**src/rtl/hmrt_pkg.sv**
```systemverilog
// Package for the HID mouse report translator: report and plan types, scancodes.
// Used by hmrt_plan, hid_mouse_report_translator_unit and the testbench; depends on nothing.

package hmrt_pkg;

    localparam logic [3:0] LEN_MIN  = 4'd3;
    localparam logic [3:0] LEN_LONG = 4'd4;
    localparam logic [3:0] LEN_MAX  = 4'd8;

    localparam logic [7:0] HDR_BASE     = 8'hF8;
    localparam logic [7:0] SC_MID_PRESS = 8'h37;
    localparam logic [7:0] SC_MID_REL   = 8'hB7;
    localparam logic [3:0] WHEEL_UP1    = 4'h1;
    localparam logic [3:0] WHEEL_UP2    = 4'h2;
    localparam logic [3:0] WHEEL_DN2    = 4'hE;
    localparam logic [3:0] WHEEL_DN1    = 4'hF;
    localparam logic [7:0] SC_WHEEL_1   = 8'h59;
    localparam logic [7:0] SC_WHEEL_2   = 8'h5D;
    localparam logic [7:0] SC_WHEEL_E   = 8'h5C;
    localparam logic [7:0] SC_WHEEL_F   = 8'h5A;

    localparam int IN_DATA_W  = 40;
    localparam int OUT_DATA_W = 24;

    typedef struct packed {
        logic              transfer_error;
        logic [3:0]        report_length;
        logic [7:0]        buttons;
        logic signed [7:0] delta_x;
        logic signed [7:0] delta_y;
        logic [7:0]        extra_byte;
    } t_report;

    typedef struct packed {
        logic              emit;
        logic              mid_en;
        logic [7:0]        mid_code;
        logic              wheel_en;
        logic [7:0]        wheel_code;
        logic [7:0]        header;
        logic signed [7:0] move_x;
        logic signed [7:0] move_y;
        logic [7:0]        keep_buttons;
        logic [7:0]        keep_extra;
    } t_plan;

endpackage

```
**src/rtl/hmrt_plan.sv**
```systemverilog
// Decodes one registered mouse report into the scancode and packet items it causes.
// Depends on hmrt_pkg.

module hmrt_plan (
    input  hmrt_pkg::t_report i_report,
    input  logic [7:0]        i_prev_buttons,
    input  logic [7:0]        i_prev_extra,
    output hmrt_pkg::t_plan   o_plan
);

    logic       w_good;
    logic       w_long;
    logic [7:0] w_extra;
    logic       w_changed;

    always_comb begin
        w_good  = !i_report.transfer_error
                  && (i_report.report_length >= hmrt_pkg::LEN_MIN)
                  && (i_report.report_length <= hmrt_pkg::LEN_MAX);
        w_long  = (i_report.report_length >= hmrt_pkg::LEN_LONG);
        w_extra = w_long ? i_report.extra_byte : 8'd0;
        w_changed = (i_report.buttons != i_prev_buttons)
                    || (i_report.delta_x != 8'sd0) || (i_report.delta_y != 8'sd0)
                    || (w_long && (w_extra != i_prev_extra));

        o_plan.emit     = w_good && w_changed;
        o_plan.mid_en   = (i_report.buttons[2] != i_prev_buttons[2]);
        o_plan.mid_code = i_report.buttons[2] ? hmrt_pkg::SC_MID_PRESS
                                              : hmrt_pkg::SC_MID_REL;

        o_plan.wheel_en = 1'b1;
        unique case (w_extra[3:0])
            hmrt_pkg::WHEEL_UP1: o_plan.wheel_code = hmrt_pkg::SC_WHEEL_1;
            hmrt_pkg::WHEEL_UP2: o_plan.wheel_code = hmrt_pkg::SC_WHEEL_2;
            hmrt_pkg::WHEEL_DN2: o_plan.wheel_code = hmrt_pkg::SC_WHEEL_E;
            hmrt_pkg::WHEEL_DN1: o_plan.wheel_code = hmrt_pkg::SC_WHEEL_F;
            default: begin
                o_plan.wheel_en   = 1'b0;
                o_plan.wheel_code = 8'd0;
            end
        endcase

        o_plan.header = hmrt_pkg::HDR_BASE
                        | {6'd0, i_report.buttons[0], i_report.buttons[1]};
        o_plan.move_x       = i_report.delta_x;
        o_plan.move_y       = i_report.delta_y;
        o_plan.keep_buttons = i_report.buttons;
        o_plan.keep_extra   = w_extra;
    end

endmodule

```
**src/rtl/hid_mouse_report_translator_unit.sv**
```systemverilog
// Top level of the HID mouse report translator: input register, decode, beat buffer.
// Depends on hmrt_pkg and hmrt_plan.
//
//   Channel   Direction  Beat
//   s_axis    in         one mouse report (tuser: transfer_error)
//   m_axis    out        one scancode or packet item (tuser: item_kind, tlast: last_of_run)
//
// A report is registered on acceptance and decoded from that register; once the beat
// buffer is free, its zero to three beats load the buffer, and the first one is offered.
// The buffer sends one beat per cycle while m_axis_tready is high.
// A new report is accepted while the buffer still drains its last beat.
// Synchronous reset clears the valid flags, the pending beats and the kept state.

module hid_mouse_report_translator_unit (
    input  logic                                 i_clk,
    input  logic                                 i_rst_n,
    input  logic                                 s_axis_tvalid,
    output logic                                 s_axis_tready,
    // report_length[3:0], buttons[11:4], delta_x[19:12], delta_y[27:20],
    // extra_byte[35:28], zero fill[39:36]
    input  logic [hmrt_pkg::IN_DATA_W-1:0]       s_axis_tdata,
    // transfer_error[0]
    input  logic                                 s_axis_tuser,
    output logic                                 m_axis_tvalid,
    input  logic                                 m_axis_tready,
    // first_byte[7:0], move_x[15:8], move_y[23:16]
    output logic [hmrt_pkg::OUT_DATA_W-1:0]      m_axis_tdata,
    // item_kind[0]
    output logic                                 m_axis_tuser,
    output logic                                 m_axis_tlast
);

    logic              r_in_valid;
    hmrt_pkg::t_report r_in;
    logic [7:0]        r_prev_buttons;
    logic [7:0]        r_prev_extra;
    logic [2:0]        r_pend;
    logic [2:0]        n_pend;
    logic [7:0]        r_mid_code;
    logic [7:0]        r_wheel_code;
    logic [7:0]        r_header;
    logic [7:0]        r_move_x;
    logic [7:0]        r_move_y;

    hmrt_pkg::t_plan   w_plan;
    logic              w_take;
    logic [2:0]        w_pend_rest;
    logic              w_out_free;
    logic              w_advance;
    logic              w_pkt;

    hmrt_plan u_plan (
        .i_report       (r_in),
        .i_prev_buttons (r_prev_buttons),
        .i_prev_extra   (r_prev_extra),
        .o_plan         (w_plan)
    );

    always_comb begin
        w_take        = m_axis_tvalid && m_axis_tready;
        w_pend_rest   = r_pend & (r_pend - 3'd1);
        w_out_free    = (r_pend == 3'd0) || (w_take && (w_pend_rest == 3'd0));
        w_advance     = r_in_valid && (!w_plan.emit || w_out_free);
        s_axis_tready = !r_in_valid || w_advance;

        if (w_advance && w_plan.emit) begin
            n_pend = {1'b1, w_plan.wheel_en, w_plan.mid_en};
        end else if (w_take) begin
            n_pend = w_pend_rest;
        end else begin
            n_pend = r_pend;
        end

        w_pkt         = !r_pend[0] && !r_pend[1];
        m_axis_tvalid = (r_pend != 3'd0);
        m_axis_tuser  = w_pkt;
        m_axis_tlast  = w_pkt;
        if (r_pend[0]) begin
            m_axis_tdata = {16'd0, r_mid_code};
        end else if (r_pend[1]) begin
            m_axis_tdata = {16'd0, r_wheel_code};
        end else begin
            m_axis_tdata = {r_move_y, r_move_x, r_header};
        end
    end

    always_ff @(posedge i_clk) begin
        if (!i_rst_n) begin
            r_in_valid     <= 1'b0;
            r_pend         <= 3'd0;
            r_prev_buttons <= 8'd0;
            r_prev_extra   <= 8'd0;
        end else begin
            if (s_axis_tready) begin
                r_in_valid <= s_axis_tvalid;
            end
            r_pend <= n_pend;
            if (w_advance && w_plan.emit) begin
                r_prev_buttons <= w_plan.keep_buttons;
                r_prev_extra   <= w_plan.keep_extra;
            end
        end
    end

    always_ff @(posedge i_clk) begin
        if (s_axis_tvalid && s_axis_tready) begin
            r_in.transfer_error <= s_axis_tuser;
            r_in.report_length  <= s_axis_tdata[3:0];
            r_in.buttons        <= s_axis_tdata[11:4];
            r_in.delta_x        <= s_axis_tdata[19:12];
            r_in.delta_y        <= s_axis_tdata[27:20];
            r_in.extra_byte     <= s_axis_tdata[35:28];
        end
        if (w_advance && w_plan.emit) begin
            r_mid_code   <= w_plan.mid_code;
            r_wheel_code <= w_plan.wheel_code;
            r_header     <= w_plan.header;
            r_move_x     <= w_plan.move_x;
            r_move_y     <= w_plan.move_y;
        end
    end

`ifndef SYNTH
    a_reset_clears: assert property (@(posedge i_clk)
        !i_rst_n |=> (r_pend == 3'd0) && !r_in_valid)
        else $error("Beat buffer or input register not cleared by reset.");

    a_last_is_packet: assert property (@(posedge i_clk) disable iff (!i_rst_n)
        m_axis_tvalid |-> (m_axis_tlast == m_axis_tuser))
        else $error("The end of run does not fall on the mouse packet.");

    a_scancode_no_motion: assert property (@(posedge i_clk) disable iff (!i_rst_n)
        (m_axis_tvalid && !m_axis_tuser) |-> (m_axis_tdata[23:8] == 16'd0))
        else $error("Scancode beat carries motion bytes.");

    a_stall_holds_input: assert property (@(posedge i_clk) disable iff (!i_rst_n)
        !s_axis_tready |-> r_in_valid && w_plan.emit && (r_pend != 3'd0))
        else $error("Input stalled without a pending report.");

    a_packet_always_pending: assert property (@(posedge i_clk) disable iff (!i_rst_n)
        (r_pend != 3'd0) |-> r_pend[2])
        else $error("Scancode beats pending without the closing packet.");
`endif

endmodule

```
**config.mk**
```make
export PLATFORM = sky130hd
export DESIGN_NAME = hid_mouse_report_translator_unit
export DESIGN_NICKNAME = d
export VERILOG_FILES = /design/src/rtl/hmrt_pkg.sv /design/src/rtl/hmrt_plan.sv /design/src/rtl/hid_mouse_report_translator_unit.sv
export SDC_FILE = /design/constraint.sdc
export NUM_CORES = 1
export LEC_CHECK = 0
export BUFFER_PORTS_ARGS = -buffer_cell sky130_fd_sc_hd__buf_2
export CORE_MARGIN = 2
export CORE_UTILIZATION = 39
export DETAILED_ROUTE_END_ITERATION = 12
export GPL_TIMING_DRIVEN = 0
export PLACE_DENSITY = 0.66
export RECOVER_POWER = 25
export REMOVE_ABC_BUFFERS = 1
export SYNTH_ARGS = -nofsm -noshare
export SYNTH_HDL_FRONTEND = slang
export SYNTH_HIERARCHICAL = 1
export SYNTH_SLANG_ARGS = --single-unit
```
**constraint.sdc**
```tcl
create_clock -name i_clk -period 10.3 [get_ports i_clk]
set_clock_uncertainty 0.1 [all_clocks]
set_input_delay 0.515 -clock i_clk [delete_from_list [all_inputs] [get_ports i_clk]]
set_output_delay 0.515 -clock i_clk [all_outputs]
set_load 0.005 [all_outputs]
```
Yosys cells after proc, flatten, opt, wreduce, memory -nomap -nowiden
Index checks and enable logic that the tools add are counted.
{"block": "word_totals", "wordCells": 63, "out_inout_bits": 28, "reg_bits": 91, "inputBits": 45}
{"block": "classes", "addsub": 1, "eq_ne": 7, "n_reduce_logical": 28, "n_lt_le_gt_ge": 3, "n_mux": 8, "bitwise": 1}
{"op": "$mux W24", "n": 2}
{"op": "$pmux W7 S4", "n": 1}
{"op": "$mux W8", "n": 2}
{"op": "$ne A8 B8 Y1", "n": 2}
{"op": "$reduce_bool A8 Y1", "n": 2}
{"op": "$logic_and A1 B1 Y1", "n": 10}
{"op": "$eq A4 B4 Y1 const B", "n": 2}
{"op": "$logic_not A3 Y1", "n": 2}
{"op": "$logic_or A1 B1 Y1", "n": 6}
{"op": "$mux W3", "n": 2}
{"op": "$logic_not A1 Y1", "n": 5}
{"op": "$eq A4 B1 Y1 const B", "n": 1}
{"op": "$eq A4 B2 Y1 const B", "n": 1}
{"op": "$ge A4 B2 Y1 const B", "n": 1}
{"op": "$ge A4 B3 Y1 const B", "n": 1}
{"op": "$le A4 B4 Y1 const B", "n": 1}
{"op": "$reduce_or A4 Y1", "n": 1}
{"op": "$and A3 B3 Y3", "n": 1}
{"op": "$reduce_bool A3 Y1", "n": 1}
{"op": "$sub A3 B1 Y3 const B", "n": 1}
{"op": "$reduce_bool A2 Y1", "n": 1}
{"op": "$mux W1", "n": 1}
{"op": "$ne A1 B1 Y1", "n": 1}

Longest topological paths before layout
{"block": "depth", "ltp_word": 11, "depth_mapped": 12}

By module
Netlist, hierarchy kept.
{"mod": "hid_mouse_report_translator_unit", "cells_per_inst": 262, "area_each_um2": 3696.0, "seq_area_each_um2": 2712.6, "instances": 1}
{"mod": "hmrt_plan", "cells_per_inst": 114, "area_each_um2": 788.3, "seq_area_each_um2": 0.0, "instances": 1}

Worst setup path after synthesis
OpenSTA, ideal clock, no wires.
{"block": "synth_path", "path_kind": "reg2reg", "startpoint": "register r_in[0] (netlist name)", "endpoint": "register r_header[0] (enable)", "synth_period_minus_slack_ns": 3.964, "path_stages_with_launch": 10, "setup_time_ns": 0.438, "t_arrival_ns": 3.426, "path_slack_ns": 6.336, "path_cell_list": "edfxtp_1 buf_6 xnor2_1 a31oi_1 o32ai_1 a41o_1 a211oi_2 nand2_1 clkbuf_1 nor2_1"}
{"element": "start, declared", "line": "hid_mouse_report_translator_unit.sv:34", "rtl": "hmrt_pkg::t_report r_in;"}
{"element": "end signal, assigned", "line": "hid_mouse_report_translator_unit.sv:117", "rtl": "r_header <= w_plan.header;"}
{"element": "end, declared", "line": "hid_mouse_report_translator_unit.sv:41", "rtl": "logic [7:0] r_header;"}

==> flow_summary.ini <==
[power]
power_density_nw_per_um2 = 169
p_sw_uw = 172
power_frac_seq = 0.532
pwr-share-clk = 0.417
switching_share = 0.205
comb_power_share = 0.051
p_int_uw = 667
ir_drop_mv = 0.0809
power_uw = 839
p_leak_uw = 0.00186

[synth]
ys_seq_area_frac = 0.605
synth_seq_cells = 97
synth_edf_count = 77
async_flop_share = 0
synth_cell_type_count = 40
ys.warnings.count = 6
synth.avg_cell_area_um2 = 11.9
synthesis.area_um2 = 4480
dominantRegCellSynth = edfxtp_1
synthCells = 376
synthTopCellsByArea = edfxtp_1 (52%), dfxtp_1 (8.9%), buf_4 (7.5%), a32oi_1 (3.1%), nand4_1 (2.5%)
yosysTopAreaCellShare = 0.516
synth_area_leader_cell = edfxtp_1

[outcome]
status = completed

[cts]
cts_tree = yes
ctsHoldBuffers = 0
clk_path_buf_depth = 2
clock-sinks = 97
cts_resized = 0
clkSlewWorstSetupHoldPaths_ps = 70
htree_levels = 3
numCtsBuffers = 9
cts_root_buf = clkbuf_16
insertion_delay_ps = 340
cts_setup_buffers = 0

[floorplanning]
ios = 73
die_w_um = 111
rows = 39
dieArea_um2 = 12400
die_h_um = 111
initial_utilization = 0.396
core_um2 = 11300

[grt]
grt_pass1_wl_um = 13400
grt_max_degree = 56
grt_pass1_vias = 2730
grt_use_total = 0.135
antenna_found_initial = 0
overflow = 0

[place]
port-buffer-count = 68
dpl.hpwl_um = 5270
gp_congestion = 0.735

[setup_path]
cp-end-kind = flop
critPathKind = flop to flop
crit_fanout = 37
path_cells = nor2_4 -> nor2_1 -> o32ai_1 -> a41o_1 -> a211oi_2 -> nand2_1 -> nor3_2 -> nor2b_4
crit_path_start_kind = flop
crit_arrival_ps = 3460
cp_slowest_cell = nor2b_4
path_buf_inv = 0
cp.required_ps = 10160
cpPeakStageDelay_ps = 850
cp_top_family = simple AND/OR/NAND/NOR gates

[sta]
finalHoldViolCount = 0
min_period_ps = 3610
max_freq_mhz = 277
fin_crit_sh = 0.350
rsz0062_at_grt = no
tns_ps = 0
slew-limit-headroom = 0.233
report.final.slew_viol_count = 0
worstMarginPinSlew_ps = 1150
finalSetupViolCount = 0

[routing]
routed-via-count = 2783
antenna_left = 0
drtPass1Iterations = 4
routedWlPerCell_um = 14.9
drtIter0Drc = 150
drt_wl_total_um = 8210
vias_per_cell = 5.05
drc = 0

[final_layout]
syn2layout_area_growth_pct = 10.8
seq_area_um2 = 2710
drive_gt1_frac = 0.223
diodes = 0
finalNetCount = 448
layout_common_cells = edfxtp_1 (77), buf_2 (68), nand2_1 (27)
multi_input_area_um2 = 1390
fillCellCount = 1062
final_common_cell = edfxtp_1

[job]
drv_cap = 0

[hold_path]
min_path_type = input port to flop
final timing paths:
kind	end	slack, ps	start	cells after the start
worst max-delay path	r_in[21]	6690	r_in[34]	8
worst min-delay path	r_in[26]	250	s_axis_tdata[6]	1
worst max register to register	r_in[21]	6690	r_in[34]	8
worst min register to register	r_move_x[3]	340	r_in[19]	0
per-layer routing:
layer / GRT usage / wire [um] / vias up
li1: - / - / 1384
met1: 0.180 / 3840 / 1329
met2: 0.211 / 3930 / 60
met3: 0.0399 / 316 / 10
met4: 0.0502 / 123 / 0
met5: 0 / 0 / -
power by group through the flow:
| stage | Clock, uW | Sequential, uW | Combinational, uW |
|---|---|---|---|
| 5_1_grt | 372 | 448 | 47.5 |
| 3_5_place_dp | 0 | 455 | 42.6 |
| 6_report | 350 | 447 | 42.7 |
| 4_1_cts | 358 | 447 | 42.8 |
| 3_3_place_gp | 0 | 455 | 40.3 |
| 2_1_floorplan | 0 | 452 | 22.6 |
per-stage QoR:
stage | instances | setup WS (ps) | area [um2] | util | hold slack (ps)
2_1_floorplan | 323 | 6320 | 4100 | - | 317
3_3_place_gp | 534 | 5190 | 4610 | 0.408 | 324
3_5_place_dp | 535 | 6640 | 4660 | 0.411 | 326
4_1_cts | 551 | 6630 | 4970 | 0.439 | 233
5_1_grt | 551 | 6380 | 4970 | 0.439 | 231
6_report | 551 | 6690 | 4970 | 0.439 | 247
logic make-up (layout without fill, tap and decap cells):
kind of cell    after synthesis  in the layout  share of synthesized area
simple gates                142            142                      0.172
flops                        97             97                      0.605
buf+inv                      69             88                      0.100
compound gates               43             43                     0.0739
xor+xnor                     15             15                     0.0293
mux                           8              8                     0.0179
other cells                   2             15                    0.00167
sequential cells by signal, indices dropped and copies added, names as in the netlist:
| name | count |
|---|---|
| r_move_y | 8 |
| r_prev_buttons | 8 |
| r_mid_code | 8 |
| r_wheel_code | 8 |
| r_in | 37 |
| r_header | 8 |
| r_pend | 3 |
| r_in_valid | 1 |
| r_move_x | 8 |
| r_prev_extra | 8 |
area by class of cell:
type                    instances  area share
well taps                     143      0.0360
clock buffers                  11      0.0468
clock inverters                 5      0.0161
inverters                       3     0.00227
repair buffers                 69      0.0740
multi-input cells             223       0.279
flip-flops and latches         97       0.546
Yosys cell counts, types with 2 or more instances:
| master | instances |
|---|---|
| edfxtp_1 | 77 |
| buf_4 | 45 |
| nand2_1 | 27 |
| nand3_1 | 21 |
| dfxtp_1 | 20 |
| nand4_1 | 18 |
| and2_1 | 17 |
| nor2_1 | 17 |
| a32oi_1 | 16 |
| and3_1 | 16 |
| o21ai_0 | 12 |
| buf_2 | 11 |
| mux2i_1 | 8 |
| nor2b_1 | 8 |
| xor2_1 | 8 |
| clkbuf_1 | 7 |
| xnor2_1 | 7 |
| a31oi_1 | 4 |
| inv_1 | 3 |
| nor3_1 | 3 |
| nor4_1 | 3 |
| nor4bb_1 | 3 |
| o32ai_1 | 3 |
| a21oi_1 | 2 |
| buf_1 | 2 |
| conb_1 | 2 |
| nand2b_1 | 2 |
| or4_1 | 2 |
Power figures use the tool's default switching activity.
